## config.mk

```make
export PLATFORM = sky130hd
export DESIGN_NAME = utf8_decode_cp1252_fallback_unit
export DESIGN_NICKNAME = d
export VERILOG_FILES = /design/src/rtl/core/u8d_pkg.sv /design/src/rtl/core/utf8_decode_cp1252_fallback_unit.sv /design/src/rtl/core/u8d_classify.sv
export VERILOG_INCLUDE_DIRS = /design/src /design/src/rtl/core
export SDC_FILE = /design/constraint.sdc
export NUM_CORES = 1
export LEC_CHECK = 0
export ABC_CLOCK_PERIOD_IN_PS = 3600
export BUFFER_PORTS_ARGS = -buffer_cell sky130_fd_sc_hd__buf_2
export CORE_MARGIN = 4
export CORE_UTILIZATION = 56
export CTS_CLUSTER_DIAMETER = 40
export DETAILED_ROUTE_END_ITERATION = 7
export GPL_TIMING_DRIVEN = 0
export HOLD_SLACK_MARGIN = 0.02
export PLACE_DENSITY = 0.83
export SYNTH_ARGS = -nofsm -noshare
export SYNTH_HDL_FRONTEND = slang
export SYNTH_SLANG_ARGS = --single-unit
```

## constraint.sdc

```tcl
create_clock -name clock -period 3.6 [get_ports clock]
set_input_delay 0.54 -clock clock [delete_from_list [all_inputs] [get_ports clock]]
set_output_delay 0.54 -clock clock [all_outputs]
set_load 0.02 [all_outputs]
```

## src/rtl/core/utf8_decode_cp1252_fallback_unit_defines.svh

```systemverilog
// assertion macros shared by the decoder rtl
`ifndef UTF8_DECODE_CP1252_FALLBACK_UNIT_DEFINES_SVH
`define UTF8_DECODE_CP1252_FALLBACK_UNIT_DEFINES_SVH

`ifndef SYNTHESIS
// check that is masked while reset is high
`define U8D_ASSERT(label, prop, msg) \
   label: assert property (@(posedge clock) disable iff (reset) prop) else $error(msg);
// check that also holds around reset
`define U8D_ASSERT_RST(label, prop, msg) \
   label: assert property (@(posedge clock) prop) else $error(msg);
`else
`define U8D_ASSERT(label, prop, msg)
`define U8D_ASSERT_RST(label, prop, msg)
`endif

`endif

```

## src/rtl/core/u8d_pkg.sv

```systemverilog
`default_nettype none

package u8d_pkg;

   localparam int unsigned CP_W = 21;
   localparam int unsigned LEN_W = 3;

   localparam logic [CP_W-1:0] REPLACEMENT_CHAR = 21'h00FFFD;

   localparam logic [LEN_W-1:0] LEN_ONE = 3'd1;
   localparam logic [LEN_W-1:0] LEN_TWO = 3'd2;
   localparam logic [LEN_W-1:0] LEN_THREE = 3'd3;
   localparam logic [LEN_W-1:0] LEN_FOUR = 3'd4;

   // what kind of sequence the lead byte and its trailers form
   typedef enum logic [2:0] {
      KIND_ASCII,
      KIND_CP1252,
      KIND_SEQ2,
      KIND_SEQ3,
      KIND_SEQ4,
      KIND_BAD
   } kind_type;

   // classification result passed from the check stage to the assembly stage
   typedef struct packed {
      kind_type         kind;
      logic [LEN_W-1:0] len;
   } class_type;

   // cp1252 upper control range 0x80..0x9f
   function automatic logic [15:0] cp1252_map(input logic [4:0] idx);
      logic [15:0] val;
      case (idx)
         5'd0:    val = 16'h20AC;
         5'd1:    val = 16'h0081;
         5'd2:    val = 16'h201A;
         5'd3:    val = 16'h0192;
         5'd4:    val = 16'h201E;
         5'd5:    val = 16'h2026;
         5'd6:    val = 16'h2020;
         5'd7:    val = 16'h2021;
         5'd8:    val = 16'h02C6;
         5'd9:    val = 16'h2030;
         5'd10:   val = 16'h0160;
         5'd11:   val = 16'h2039;
         5'd12:   val = 16'h0152;
         5'd13:   val = 16'h008D;
         5'd14:   val = 16'h017D;
         5'd15:   val = 16'h008F;
         5'd16:   val = 16'h0090;
         5'd17:   val = 16'h2018;
         5'd18:   val = 16'h2019;
         5'd19:   val = 16'h201C;
         5'd20:   val = 16'h201D;
         5'd21:   val = 16'h2022;
         5'd22:   val = 16'h2013;
         5'd23:   val = 16'h2014;
         5'd24:   val = 16'h02DC;
         5'd25:   val = 16'h2122;
         5'd26:   val = 16'h0161;
         5'd27:   val = 16'h203A;
         5'd28:   val = 16'h0153;
         5'd29:   val = 16'h009D;
         5'd30:   val = 16'h017E;
         5'd31:   val = 16'h0178;
         default: val = 16'h0000;
      endcase
      return val;
   endfunction

endpackage

`default_nettype wire

```

## src/rtl/core/utf8_decode_cp1252_fallback_unit.sv

```systemverilog
// utf-8 decoder with cp1252 fallback, three register stages
// an accepted request passes the input, check and output registers in order before rsp_tvalid
// throughput: one transaction per cycle while the output is not stalled, set by the input, check and assembly stages
// a stalled output holds each stage in place without loss or repeat
// reset: synchronous, active high, clears all stage valid bits
`default_nettype none

`include "utf8_decode_cp1252_fallback_unit_defines.svh"

module utf8_decode_cp1252_fallback_unit (
   input  wire logic        clock,
   input  wire logic        reset,
   input  wire logic        req_tvalid,
   output      logic        req_tready,
   // lead_byte[7:0], second_byte[15:8], third_byte[23:16], fourth_byte[31:24],
   // bytes_available[34:32], zero fill[39:35]
   input  wire logic [39:0] req_tdata,
   output      logic        rsp_tvalid,
   input  wire logic        rsp_tready,
   // code_point[20:0], consumed_length[23:21]
   output      logic [23:0] rsp_tdata
);

   // stage 1: input register
   logic                 s1_valid_ff;
   logic                 s1_valid_in;
   logic [7:0]           s1_b0_ff;
   logic [7:0]           s1_b1_ff;
   logic [7:0]           s1_b2_ff;
   logic [7:0]           s1_b3_ff;
   logic [2:0]           s1_avail_ff;
   // stage 2: classified bytes
   logic                 s2_valid_ff;
   logic                 s2_valid_in;
   logic [7:0]           s2_b0_ff;
   logic [7:0]           s2_b1_ff;
   logic [7:0]           s2_b2_ff;
   logic [7:0]           s2_b3_ff;
   u8d_pkg::class_type   s2_class_ff;
   u8d_pkg::class_type   s2_class_in;
   // stage 3: output register
   logic                 s3_valid_ff;
   logic                 s3_valid_in;
   logic [20:0]          s3_cp_ff;
   logic [20:0]          s3_cp_in;
   logic [2:0]           s3_len_ff;

   logic                 s1_ready;
   logic                 s2_ready;
   logic                 s3_ready;

   // each stage moves when it is empty or its successor moves
   assign s3_ready   = !s3_valid_ff || rsp_tready;
   assign s2_ready   = !s2_valid_ff || s3_ready;
   assign s1_ready   = !s1_valid_ff || s2_ready;
   assign req_tready = s1_ready;

   assign s1_valid_in = s1_ready ? req_tvalid : s1_valid_ff;
   assign s2_valid_in = s2_ready ? s1_valid_ff : s2_valid_ff;
   assign s3_valid_in = s3_ready ? s2_valid_ff : s3_valid_ff;

   // valid bits
   always_ff @(posedge clock) begin
      if (reset) begin
         s1_valid_ff <= 1'b0;
         s2_valid_ff <= 1'b0;
         s3_valid_ff <= 1'b0;
      end else begin
         s1_valid_ff <= s1_valid_in;
         s2_valid_ff <= s2_valid_in;
         s3_valid_ff <= s3_valid_in;
      end
   end

   // capture an accepted transaction
   always_ff @(posedge clock) begin
      if (s1_ready && req_tvalid) begin
         s1_b0_ff    <= req_tdata[7:0];
         s1_b1_ff    <= req_tdata[15:8];
         s1_b2_ff    <= req_tdata[23:16];
         s1_b3_ff    <= req_tdata[31:24];
         s1_avail_ff <= req_tdata[34:32];
      end
   end

   // sequence checks
   u8d_classify u_classify (
      .lead_byte       (s1_b0_ff),
      .second_byte     (s1_b1_ff),
      .third_byte      (s1_b2_ff),
      .fourth_byte     (s1_b3_ff),
      .bytes_available (s1_avail_ff),
      .class_out       (s2_class_in)
   );

   always_ff @(posedge clock) begin
      if (s2_ready && s1_valid_ff) begin
         s2_b0_ff    <= s1_b0_ff;
         s2_b1_ff    <= s1_b1_ff;
         s2_b2_ff    <= s1_b2_ff;
         s2_b3_ff    <= s1_b3_ff;
         s2_class_ff <= s2_class_in;
      end
   end

   // code point assembly
   always_comb begin
      case (s2_class_ff.kind)
         u8d_pkg::KIND_ASCII:  s3_cp_in = {13'd0, s2_b0_ff};
         u8d_pkg::KIND_CP1252: s3_cp_in = {5'd0, u8d_pkg::cp1252_map(s2_b0_ff[4:0])};
         u8d_pkg::KIND_SEQ2:   s3_cp_in = {10'd0, s2_b0_ff[4:0], s2_b1_ff[5:0]};
         u8d_pkg::KIND_SEQ3:   s3_cp_in = {5'd0, s2_b0_ff[3:0], s2_b1_ff[5:0],
                                           s2_b2_ff[5:0]};
         u8d_pkg::KIND_SEQ4:   s3_cp_in = {s2_b0_ff[2:0], s2_b1_ff[5:0],
                                           s2_b2_ff[5:0], s2_b3_ff[5:0]};
         default:              s3_cp_in = u8d_pkg::REPLACEMENT_CHAR;
      endcase
   end

   always_ff @(posedge clock) begin
      if (s3_ready && s2_valid_ff) begin
         s3_cp_ff  <= s3_cp_in;
         s3_len_ff <= s2_class_ff.len;
      end
   end

   assign rsp_tvalid = s3_valid_ff;
   assign rsp_tdata  = {s3_len_ff, s3_cp_ff};

   // checks
   `U8D_ASSERT_RST(a_reset_empty, reset |=> !rsp_tvalid, "output valid right after reset")
   `U8D_ASSERT(a_len_range,
      rsp_tvalid |-> (s3_len_ff != 3'd0) && (s3_len_ff <= u8d_pkg::LEN_FOUR),
      "consumed length out of range")
   `U8D_ASSERT(a_seq2_range,
      (rsp_tvalid && (s3_len_ff == u8d_pkg::LEN_TWO)) |->
         (s3_cp_ff >= 21'h80) && (s3_cp_ff < 21'h800),
      "two-byte result outside its range")
   `U8D_ASSERT(a_seq4_range,
      (rsp_tvalid && (s3_len_ff == u8d_pkg::LEN_FOUR)) |->
         (s3_cp_ff >= 21'h10000) && (s3_cp_ff <= 21'h10FFFF),
      "four-byte result outside its range")
   `U8D_ASSERT(a_s2_hold,
      (s2_valid_ff && !s2_ready) |=> s2_valid_ff && $stable(s2_class_ff) && $stable(s2_b0_ff),
      "stage two changed while stalled")

endmodule

`default_nettype wire

```

## src/rtl/core/u8d_classify.sv

```systemverilog
`default_nettype none

module u8d_classify (
   input  wire logic [7:0]          lead_byte,
   input  wire logic [7:0]          second_byte,
   input  wire logic [7:0]          third_byte,
   input  wire logic [7:0]          fourth_byte,
   input  wire logic [2:0]          bytes_available,
   output u8d_pkg::class_type       class_out
);

   logic avail_ge2;
   logic avail_ge3;
   logic avail_ge4;
   logic cont1;
   logic cont2;
   logic cont3;
   logic ok3;
   logic ok4;

   // zero available acts like one, five to seven like four
   assign avail_ge2 = (bytes_available >= 3'd2);
   assign avail_ge3 = (bytes_available >= 3'd3);
   assign avail_ge4 = (bytes_available >= 3'd4);

   // trailing bytes must look like 10xxxxxx
   assign cont1 = (second_byte[7:6] == 2'b10);
   assign cont2 = (third_byte[7:6] == 2'b10);
   assign cont3 = (fourth_byte[7:6] == 2'b10);

   // overlong and range checks on the second byte, plus availability and continuation of the later bytes
   assign ok3 = ((lead_byte != 8'hE0) || (second_byte >= 8'hA0)) && avail_ge3 && cont2;
   assign ok4 = ((lead_byte != 8'hF0) || (second_byte >= 8'h90)) &&
                ((lead_byte != 8'hF4) || (second_byte <= 8'h8F)) &&
                avail_ge4 && cont2 && cont3;

   // pick the sequence kind and its length
   always_comb begin
      class_out.kind = u8d_pkg::KIND_BAD;
      class_out.len  = u8d_pkg::LEN_ONE;
      if (lead_byte < 8'h80) begin
         class_out.kind = u8d_pkg::KIND_ASCII;
      end else if (lead_byte < 8'hA0) begin
         class_out.kind = u8d_pkg::KIND_CP1252;
      end else if ((lead_byte >= 8'hC2) && (lead_byte <= 8'hF4) && avail_ge2 && cont1) begin
         if (lead_byte < 8'hE0) begin
            class_out.kind = u8d_pkg::KIND_SEQ2;
            class_out.len  = u8d_pkg::LEN_TWO;
         end else if (lead_byte < 8'hF0) begin
            if (ok3) begin
               class_out.kind = u8d_pkg::KIND_SEQ3;
               class_out.len  = u8d_pkg::LEN_THREE;
            end
         end else if (ok4) begin
            class_out.kind = u8d_pkg::KIND_SEQ4;
            class_out.len  = u8d_pkg::LEN_FOUR;
         end
      end
   end

endmodule

`default_nettype wire
```

==> metrics.txt, run 1 <==
total power=2.53 mW; Clock Tree Root=clkbuf_8; Iteration-0 DRC Markers=308; GR Overflow Total=0; Resized cells post-CTS=0; data arrival time of the worst path=2770 ps; CP Class=flip-flop to flip-flop; DRT Wirelength=9.35 mm; Synth area leader=edfxtp_1; initial antenna violation count=0; met1 Use GR=0.257; worst min-delay path class=input port to flip-flop; Fill cells=610; crit path capture type=flip-flop; DR pass1 iterations=5; worst vdd ir=0.313 mV; Cell Area, Synth=4530 sq um; vias in the first global route=3,035; Main synth FF type=edfxtp_1; number of diodes=0; Period Utilization, post-route=0.702; syn_nets=404; area delta synth->final=15.2%; EDFF count, synth=90; Placed Cells=520; Chip Height=98.0 microns; clock period minus worst slack=2530 ps; startpoint types=flip-flop; fmax=396 MHz; final setup vio count=0; I/O Buffers=64; status=complete, no violations; Post-synth ARST share=0; HPWL after detailed placement=6.67 mm; Avg Inst Size Synth=12.8 sq um; pre-CTS setup slack=721 ps; final slew viol count=0; Die Area=9600 sq um; I/O pin total=70; critical path fanouts, max=36; total track usage=0.199; RSZ-0062 raised after global routing=no; Final nets=480; setup slack after layout=1070 ps; worst skew pair latency=370 ps; Core Area=7810 sq um; global-route wire length before repair=15.0 mm; Synth warnings=0; cell area power density=484 nW/um^2; Starting Density=0.580; hold_ws=338 ps; # rows=32; Post-DP Area=5000 sq um; TritonCTS Buffers=9; synthesized instance count=353; slew at the pin with the worst max-slew slack=808 ps; drt wl/cell=17.4 microns; die width=98.0 microns; count of final hold-check violations=0; met3 GRT Util=0.0400; most common cell in the netlist=edfxtp_1; GR Util met2=0.332; via density per instance=5.97; DR vias=3,202; DRC viols=0; Worst-path clk slew=100 ps; clock sinks=104; largest net degree at the start of global routing=37; synth top area cells=edfxtp_1 60%, dfxtp_1 6.2%, a21oi_1 3.4%; layout cells sized above 1=0.237; H-tree Lvls=3; flops & latches, synth=104; register area share after synthesis=0.658; Netlist cell types=58; GRT busiest layer=met2; slew margin rel.=0.461; fin cells=536; Hold Buf Count CTS=0; Crit path required time=3840 ps; Leak=1.93 nW; Final GP Congestion=0.939; worst-case clock buffer depth=2; post-route ant nets=0; top cell type's share of synthesized area=0.596; Final Cell Area=5220 sq um; Setup Buffers After CTS=0; worst clock skew=11.9 ps; Commonest cells post-synth=90 x edfxtp_1, 32 x nor2_1, 31 x a21oi_1; max_cap viols=0; CTS tree=built
final timing paths:
check	startpoint	end	slack [ps]	cells after the start
worst min register to register	s1_b1_ff[3]$_DFFE_PP_	s2_b1_ff[3]$_DFFE_PN_	420	0
worst min-delay path	req_tdata[13]	s1_b1_ff[5]$_DFFE_PP_	340	1
worst max-delay path	rsp_tvalid$_SDFFE_PP0P_	flip-flop	1070	9
worst max register to register	rsp_tvalid$_SDFFE_PP0P_	flip-flop	1070	9
critical path: stages (launching register included):
cell,delay [ps]
dfxtp_1,340
and3b_1,180
buf_6,130
nand2b_4,160
buf_6,150
inv_2,540
nor4_1,80
o21ai_0,300
o22ai_1,130
or3_1,390
power by group:
group	switching (mW)	internal, mW
sequential	0.0424	1.40
combinational	0.173	0.111
clock	0.403	0.398
routing by layer:
layer / vias up / wire length, microns
met4: 0 / 220
met2: 135 / 4700
met1: 1555 / 3800
li1: 1491 / -
met5: - / 0
met3: 21 / 635
layout by cell type (no fill, tap or decap), types with 4 or more instances in the layout:
cell type / count
o211ai_1: 7
and3_1: 7
nor2_1: 32
buf_2: 67
edfxtp_1: 90
nand2_1: 19
nor2b_1: 4
dfxtp_1: 14
a211oi_1: 8
clkbuf_1: 15
mux2i_1: 5
clkbuf_8: 9
ha_1: 7
inv_1: 9
a21oi_1: 31
o21ai_0: 26
nor3_1: 6
cell type report:
cell class	count	area [sq um]	share of cell area
sequential	104	2980	0.571
multi-input combinational	216	1400	0.268
timing repair buffer	65	335	0.0642
tap	102	128	0.0244
clock buffer	9	124	0.0237
buffer	22	109	0.0208
clock inverter	7	98.8	0.0189
inverter	11	43.8	0.00839
per-stage QoR:
stage | TNS [ps] | util
finish | 0 | 0.669
global route | 0 | 0.669
CTS | 0 | 0.669
detailed placement | 0 | 0.640
global placement | -753 | 0.638
floorplan | 0 | -
kinds of logic after synthesis:
kind of cell,share of synthesized area
compound gates,0.145
xor+xnor,0.00966
fa+ha+maj,0.0193
buf+inv,0.0337
flops,0.658
mux,0.0351
simple gates,0.0994
No activity file was read; power rests on OpenSTA's default activity.
==> run 2, diff against run 1 <==
--- a/config.mk
+++ b/config.mk
@@ -6,15 +6,15 @@
 export SDC_FILE = /design/constraint.sdc
 export NUM_CORES = 1
 export LEC_CHECK = 0
-export ABC_CLOCK_PERIOD_IN_PS = 3600
+export ABC_CLOCK_PERIOD_IN_PS = 2300
 export BUFFER_PORTS_ARGS = -buffer_cell sky130_fd_sc_hd__buf_2
 export CORE_MARGIN = 4
-export CORE_UTILIZATION = 56
+export CORE_UTILIZATION = 51
 export CTS_CLUSTER_DIAMETER = 40
 export DETAILED_ROUTE_END_ITERATION = 7
 export GPL_TIMING_DRIVEN = 0
 export HOLD_SLACK_MARGIN = 0.02
-export PLACE_DENSITY = 0.83
+export PLACE_DENSITY = 0.8
 export SYNTH_ARGS = -nofsm -noshare
 export SYNTH_HDL_FRONTEND = slang
 export SYNTH_SLANG_ARGS = --single-unit
==> constraint.sdc (replaced) <==
create_clock -name clock -period 2.3 [get_ports clock]
set_input_delay 0.345 -clock clock [delete_from_list [all_inputs] [get_ports clock]]
set_output_delay 0.345 -clock clock [all_outputs]
set_load 0.02 [all_outputs]
==> run 2 against run 1 <==
  * Critical path depth up 1
  * Flip-flop and latch count is the same
  * Clock skew about the same
  * Count of clock-buffer cells in the layout is 1 higher
  * Wire length up 1.2%
  * Cell area grew 1.3%
  * Final cell count rose by 2.1%
  * Via count fell by 1.6%
  * First-iteration DRC count decreased by 21%
  * Die area rose by 9.0%
==> metrics.txt, run 2 (synthesized netlist as in run 1, its figures left out) <==
largest net degree at the start of global routing=37; Final nets=485; Worst path slowest cell=dfxtp_2; final setup vio count=0; layout cells sized above 1=0.269; slew at the pin with the worst max-slew slack=787 ps; hold_ws=145 ps; CTS tree=built; worst min-delay path class=input port to flip-flop; worst-path cell chain=and3b_1 > buf_6 > nand2b_4 > buf_6 > a21o_4 > buf_4 > ha_2 > and3_1 > a311oi_1 > nor3_1; Die Area=10,500 sq um; WP buf/inv=3; worst vdd ir=0.471 mV; DRC viols=0; commonest non-fill, non-tap cell in the layout=edfxtp_1; area delta synth->final=16.8%; vias in the first global route=3,001; crit path capture type=flip-flop; Core Area=8680 sq um; CP delay by family, top=simple AND/OR/NAND/NOR gates; status=complete, no violations; post-layout util=0.610; Worst-path clk slew=100 ps; setup slack after layout=93.3 ps; Clock Tree Root=clkbuf_8; number of diodes=0; critical path fanouts, max=10; pre-CTS setup slack=-371 ps; worst-case clock buffer depth=2; final slew viol count=0; I/O Buffers=64; worst skew pair latency=370 ps; Final GP Congestion=0.899; I/O pin total=70; startpoint types=flip-flop; worst clock skew=12.1 ps; Period Utilization, post-route=0.959; DR pass1 iterations=5; die width=102 microns; DRT Wirelength=9.46 mm; Chip Height=102 microns; drt wl/cell=17.3 microns; HPWL after detailed placement=6.86 mm; data arrival time of the worst path=2460 ps; TritonCTS Buffers=9; crit-path max cell delay=350 ps; Leak=1.94 nW; GR Overflow Total=0; Crit path required time=2550 ps; cell area power density=717 nW/um^2; most frequent cells in the layout=90 x edfxtp_1, 67 x buf_2, 32 x nor2_1; clock period minus worst slack=2210 ps; via density per instance=5.76; global-route wire length before repair=15.0 mm; CP Class=flip-flop to flip-flop; post-route ant nets=0; Iteration-0 DRC Markers=244; # rows=34; CP dominant cell by count=buf_6; clock sinks=104; RSZ-0062 raised after global routing=no; initial antenna violation count=0; Fill cells=713; total track usage=0.189; H-tree Lvls=3; max_cap viols=0; DR vias=3,152; Starting Density=0.522; fmax=453 MHz; slew margin rel.=0.475; Hold Buf Count CTS=0; count of final hold-check violations=0
## run 2: cell types whose count changed in the layout (fill, tap and decap cells not counted), moves of 2 or more
cell and change:
inv_1 -2, bufinv_16 -2, buf_4 +5, ha_1 -5, ha_2 +3, ha_4 +2, inv_8 +2
## run 2: through the flow
step | setup TNS, ps | cells | total power [mW] | cell area [sq um]
6_report | 0 | 547 | 3.79 | 5290
2_1_floorplan | 0 | 353 | 2.58 | 4530
4_1_cts | 0 | 542 | 3.79 | 5220
3_5_place_dp | -6030 | 526 | 2.74 | 5010
5_1_grt | 0 | 547 | 3.97 | 5290
3_3_place_gp | -9090 | 525 | 2.73 | 4990
## run 2: routing by layer
layer | track usage | share of wire | vias up
met5 | 0 | 0 | -
met4 | 0.0727 | 0.020 | 0
met3 | 0.0403 | 0.065 | 20
met2 | 0.315 | 0.51 | 126
met1 | 0.244 | 0.41 | 1493
li1 | - | - | 1513
## run 2: final timing paths
check | from | to | slack [ps] | depth (start not counted)
worst max-delay path | rsp_tvalid$_SDFFE_PP0P_ | flip-flop | 90 | 10
worst min-delay path | req_tdata[16] | s1_b2_ff[0]$_DFFE_PP_ | 150 | 1
worst max register to register | rsp_tvalid$_SDFFE_PP0P_ | flip-flop | 90 | 10
worst min register to register | s1_b2_ff[1]$_DFFE_PP_ | s2_b2_ff[1]$_DFFE_PN_ | 430 | 0
## run 2: repair_timing
item                                    in CTS  in global routing
endpoints found under the hold margin        0                  0
setup buffers                                0                  5
gates resized for setup                     11                  8
pin swaps                                    0                  1
endpoints found under the setup margin      42                  6
## run 2: power by group
part           internal (mW)  total (mW)  switching [mW]
registers               2.19        2.26          0.0668
clock network          0.423        1.06           0.638
logic                  0.194       0.473           0.279
total                   2.81        3.79           0.984
## run 2: cell type report
type / count / area (sq um) / area share
Sequential cell: 104 / 2980 / 0.564
Multi-Input combinational cell: 216 / 1450 / 0.274
Timing Repair Buffer: 70 / 373 / 0.0705
Tap cell: 108 / 135 / 0.0255
Clock buffer: 10 / 128 / 0.0241
Buffer: 22 / 110 / 0.0208
Clock inverter: 6 / 57.6 / 0.0109
Inverter: 11 / 52.6 / 0.00993
==> run 3, diff against run 2 <==
--- a/config.mk
+++ b/config.mk
@@ -14,7 +14,8 @@
 export DETAILED_ROUTE_END_ITERATION = 7
 export GPL_TIMING_DRIVEN = 0
 export HOLD_SLACK_MARGIN = 0.02
-export PLACE_DENSITY = 0.8
+export PLACE_DENSITY = 0.87
+export SLEW_MARGIN = 20
 export SYNTH_ARGS = -nofsm -noshare
 export SYNTH_HDL_FRONTEND = slang
 export SYNTH_SLANG_ARGS = --single-unit
==> run 3 against run 2 <==
  * Die area did not move
  * Sequential share of layout area fell by 0.31 points
  * Worst setup slack got worse by 40 ps
  * Sequential power barely moved
  * Non-clock buffer count fell by 1
  * Worst hold slack got worse by 7.4 ps
  * Power rose by 0.55%
  * Critical path depth did not move
  * Fmax fell by 1.8%
  * Largest power group unchanged
  * Highest routed layer unchanged
==> metrics.txt, run 3 (synthesized netlist as in run 1, its figures left out) <==
cell area power density=716 nW/um^2; Hold Buf Count CTS=0; startpoint types=flip-flop; Placed Cells=526; setup slack after layout=52.8 ps; DRC viols=0; worst-case clock buffer depth=2; met1 Use GR=0.251; DR vias=3,189; fmax=445 MHz; data arrival time of the worst path=2490 ps; setup slack, reg-to-reg=50 ps; Clock Tree Root=clkbuf_8; final slew viol count=0; total track usage=0.192; max_cap viols=0; number of diodes=0; # rows=34; vias in the first global route=3,103; commonest non-fill, non-tap cell in the layout=edfxtp_1; Leak=1.95 nW; via density per instance=5.84; total power=3.81 mW; Crit path required time=2540 ps; status=complete, no violations; switch share=0.262; I/O pin total=70; final setup vio count=0; Worst path slowest cell=dfxtp_4; DR pass1 iterations=5; post-layout util=0.614; worst-path cell chain=and3b_1 > buf_6 > nand2b_4 > buf_8 > a21o_4 > buf_12 > ha_2 > and3_1 > a311oi_1 > nor3_1; initial antenna violation count=0; TritonCTS Buffers=9; Die Area=10,500 sq um; Core Area=8680 sq um; met3 GRT Util=0.0334; global-route wire length before repair=15.4 mm; Clk pwr share=0.282; most frequent cells in the layout=90 x edfxtp_1, 67 x buf_2, 32 x nor2_1; Final nets=484; drt wl/cell=17.6 microns; P_int=2.81 mW; hold_ws=138 ps; Starting Density=0.522; WP buf/inv=3; slew at the pin with the worst max-slew slack=733 ps; worst skew pair latency=370 ps; worst clock skew=14.4 ps; Final GP Congestion=0.909; die width=102 microns; Iteration-0 DRC Markers=286; HPWL after detailed placement=6.74 mm; area delta synth->final=17.5%; total negative slack=0 ps; layout cells sized above 1=0.265; CP Class=flip-flop to flip-flop; CTS tree=built; GR Util met2=0.321; Period Utilization, post-route=0.977; Reg power frac=0.592; switching pwr=1000 uW; logic gate share of total power=0.126; worst vdd ir=0.409 mV; fin cells=546; slew margin rel.=0.497; worst min-delay path class=input port to flip-flop; crit path capture type=flip-flop; GR Overflow Total=0; DRT Wirelength=9.59 mm; Fill cells=692; pre-CTS setup slack=-306 ps; GRT busiest layer=met2; Chip Height=102 microns; crit-path max cell delay=370 ps; Final Cell Area=5330 sq um; critical path fanouts, max=10; I/O Buffers=64; clock period minus worst slack=2250 ps; largest net degree at the start of global routing=37; post-route ant nets=0; H-tree Lvls=3; Post-DP Area=5030 sq um; CP delay by family, top=simple AND/OR/NAND/NOR gates; Worst-path clk slew=110 ps; count of final hold-check violations=0; clock sinks=104
==> run 3: worst reg2reg max path, delay by kind of cell, from the launching register on <==
family                   cells  cell delay (ps)
AO/OA/AOI/OAI                2              500
adder cells (fa/ha/maj)      1              210
buffers and inverters        3              420
flip-flops                   1              370
AND/OR/NAND/NOR              4              630
==> run 3: final cells by class <==
cell class,count,area (sq um),area share
Sequential cell,104,2990,0.561
Tap cell,108,135,0.0254
Buffer,22,114,0.0214
Clock inverter,6,57.6,0.0108
Clock buffer,10,128,0.0240
Timing Repair Buffer,69,390,0.0733
Multi-Input combinational cell,216,1460,0.273
Inverter,11,57.6,0.0108
==> run 3: final timing paths <==
kind / depth (start not counted) / to / start
max: 10 / flip-flop / rsp_tvalid$_SDFFE_PP0P_
min: 1 / s1_b2_ff[0]$_DFFE_PP_ / req_tdata[16]
max reg2reg: 10 / flip-flop / rsp_tvalid$_SDFFE_PP0P_
min reg2reg: 0 / s2_b2_ff[1]$_DFFE_PN_ / s1_b2_ff[1]$_DFFE_PP_
==> run 3: timing repair <==
action                                  CTS  global route
pin swaps                                 0             3
buffers inserted                          0             4
resized for setup                        11            11
endpoints found under the setup margin    9             9
hold endpoints to repair                  0             0
==> run 3: metal layers <==
layer  up-vias  routed length, microns
met4         0                     232
li1       1500                       -
met3        20                     700
met1      1517                    3870
met2       152                    4790
met5         -                       0
==> run 3: power groups by stage <==
stage | Sequential, mW | Combinational, mW | Clock (mW)
after global routing | 2.27 | 0.528 | 1.18
after detailed placement | 2.30 | 0.440 | 0
after CTS | 2.26 | 0.454 | 1.08
after global placement | 2.30 | 0.424 | 0
after floorplan | 2.29 | 0.291 | 0
final | 2.26 | 0.482 | 1.07
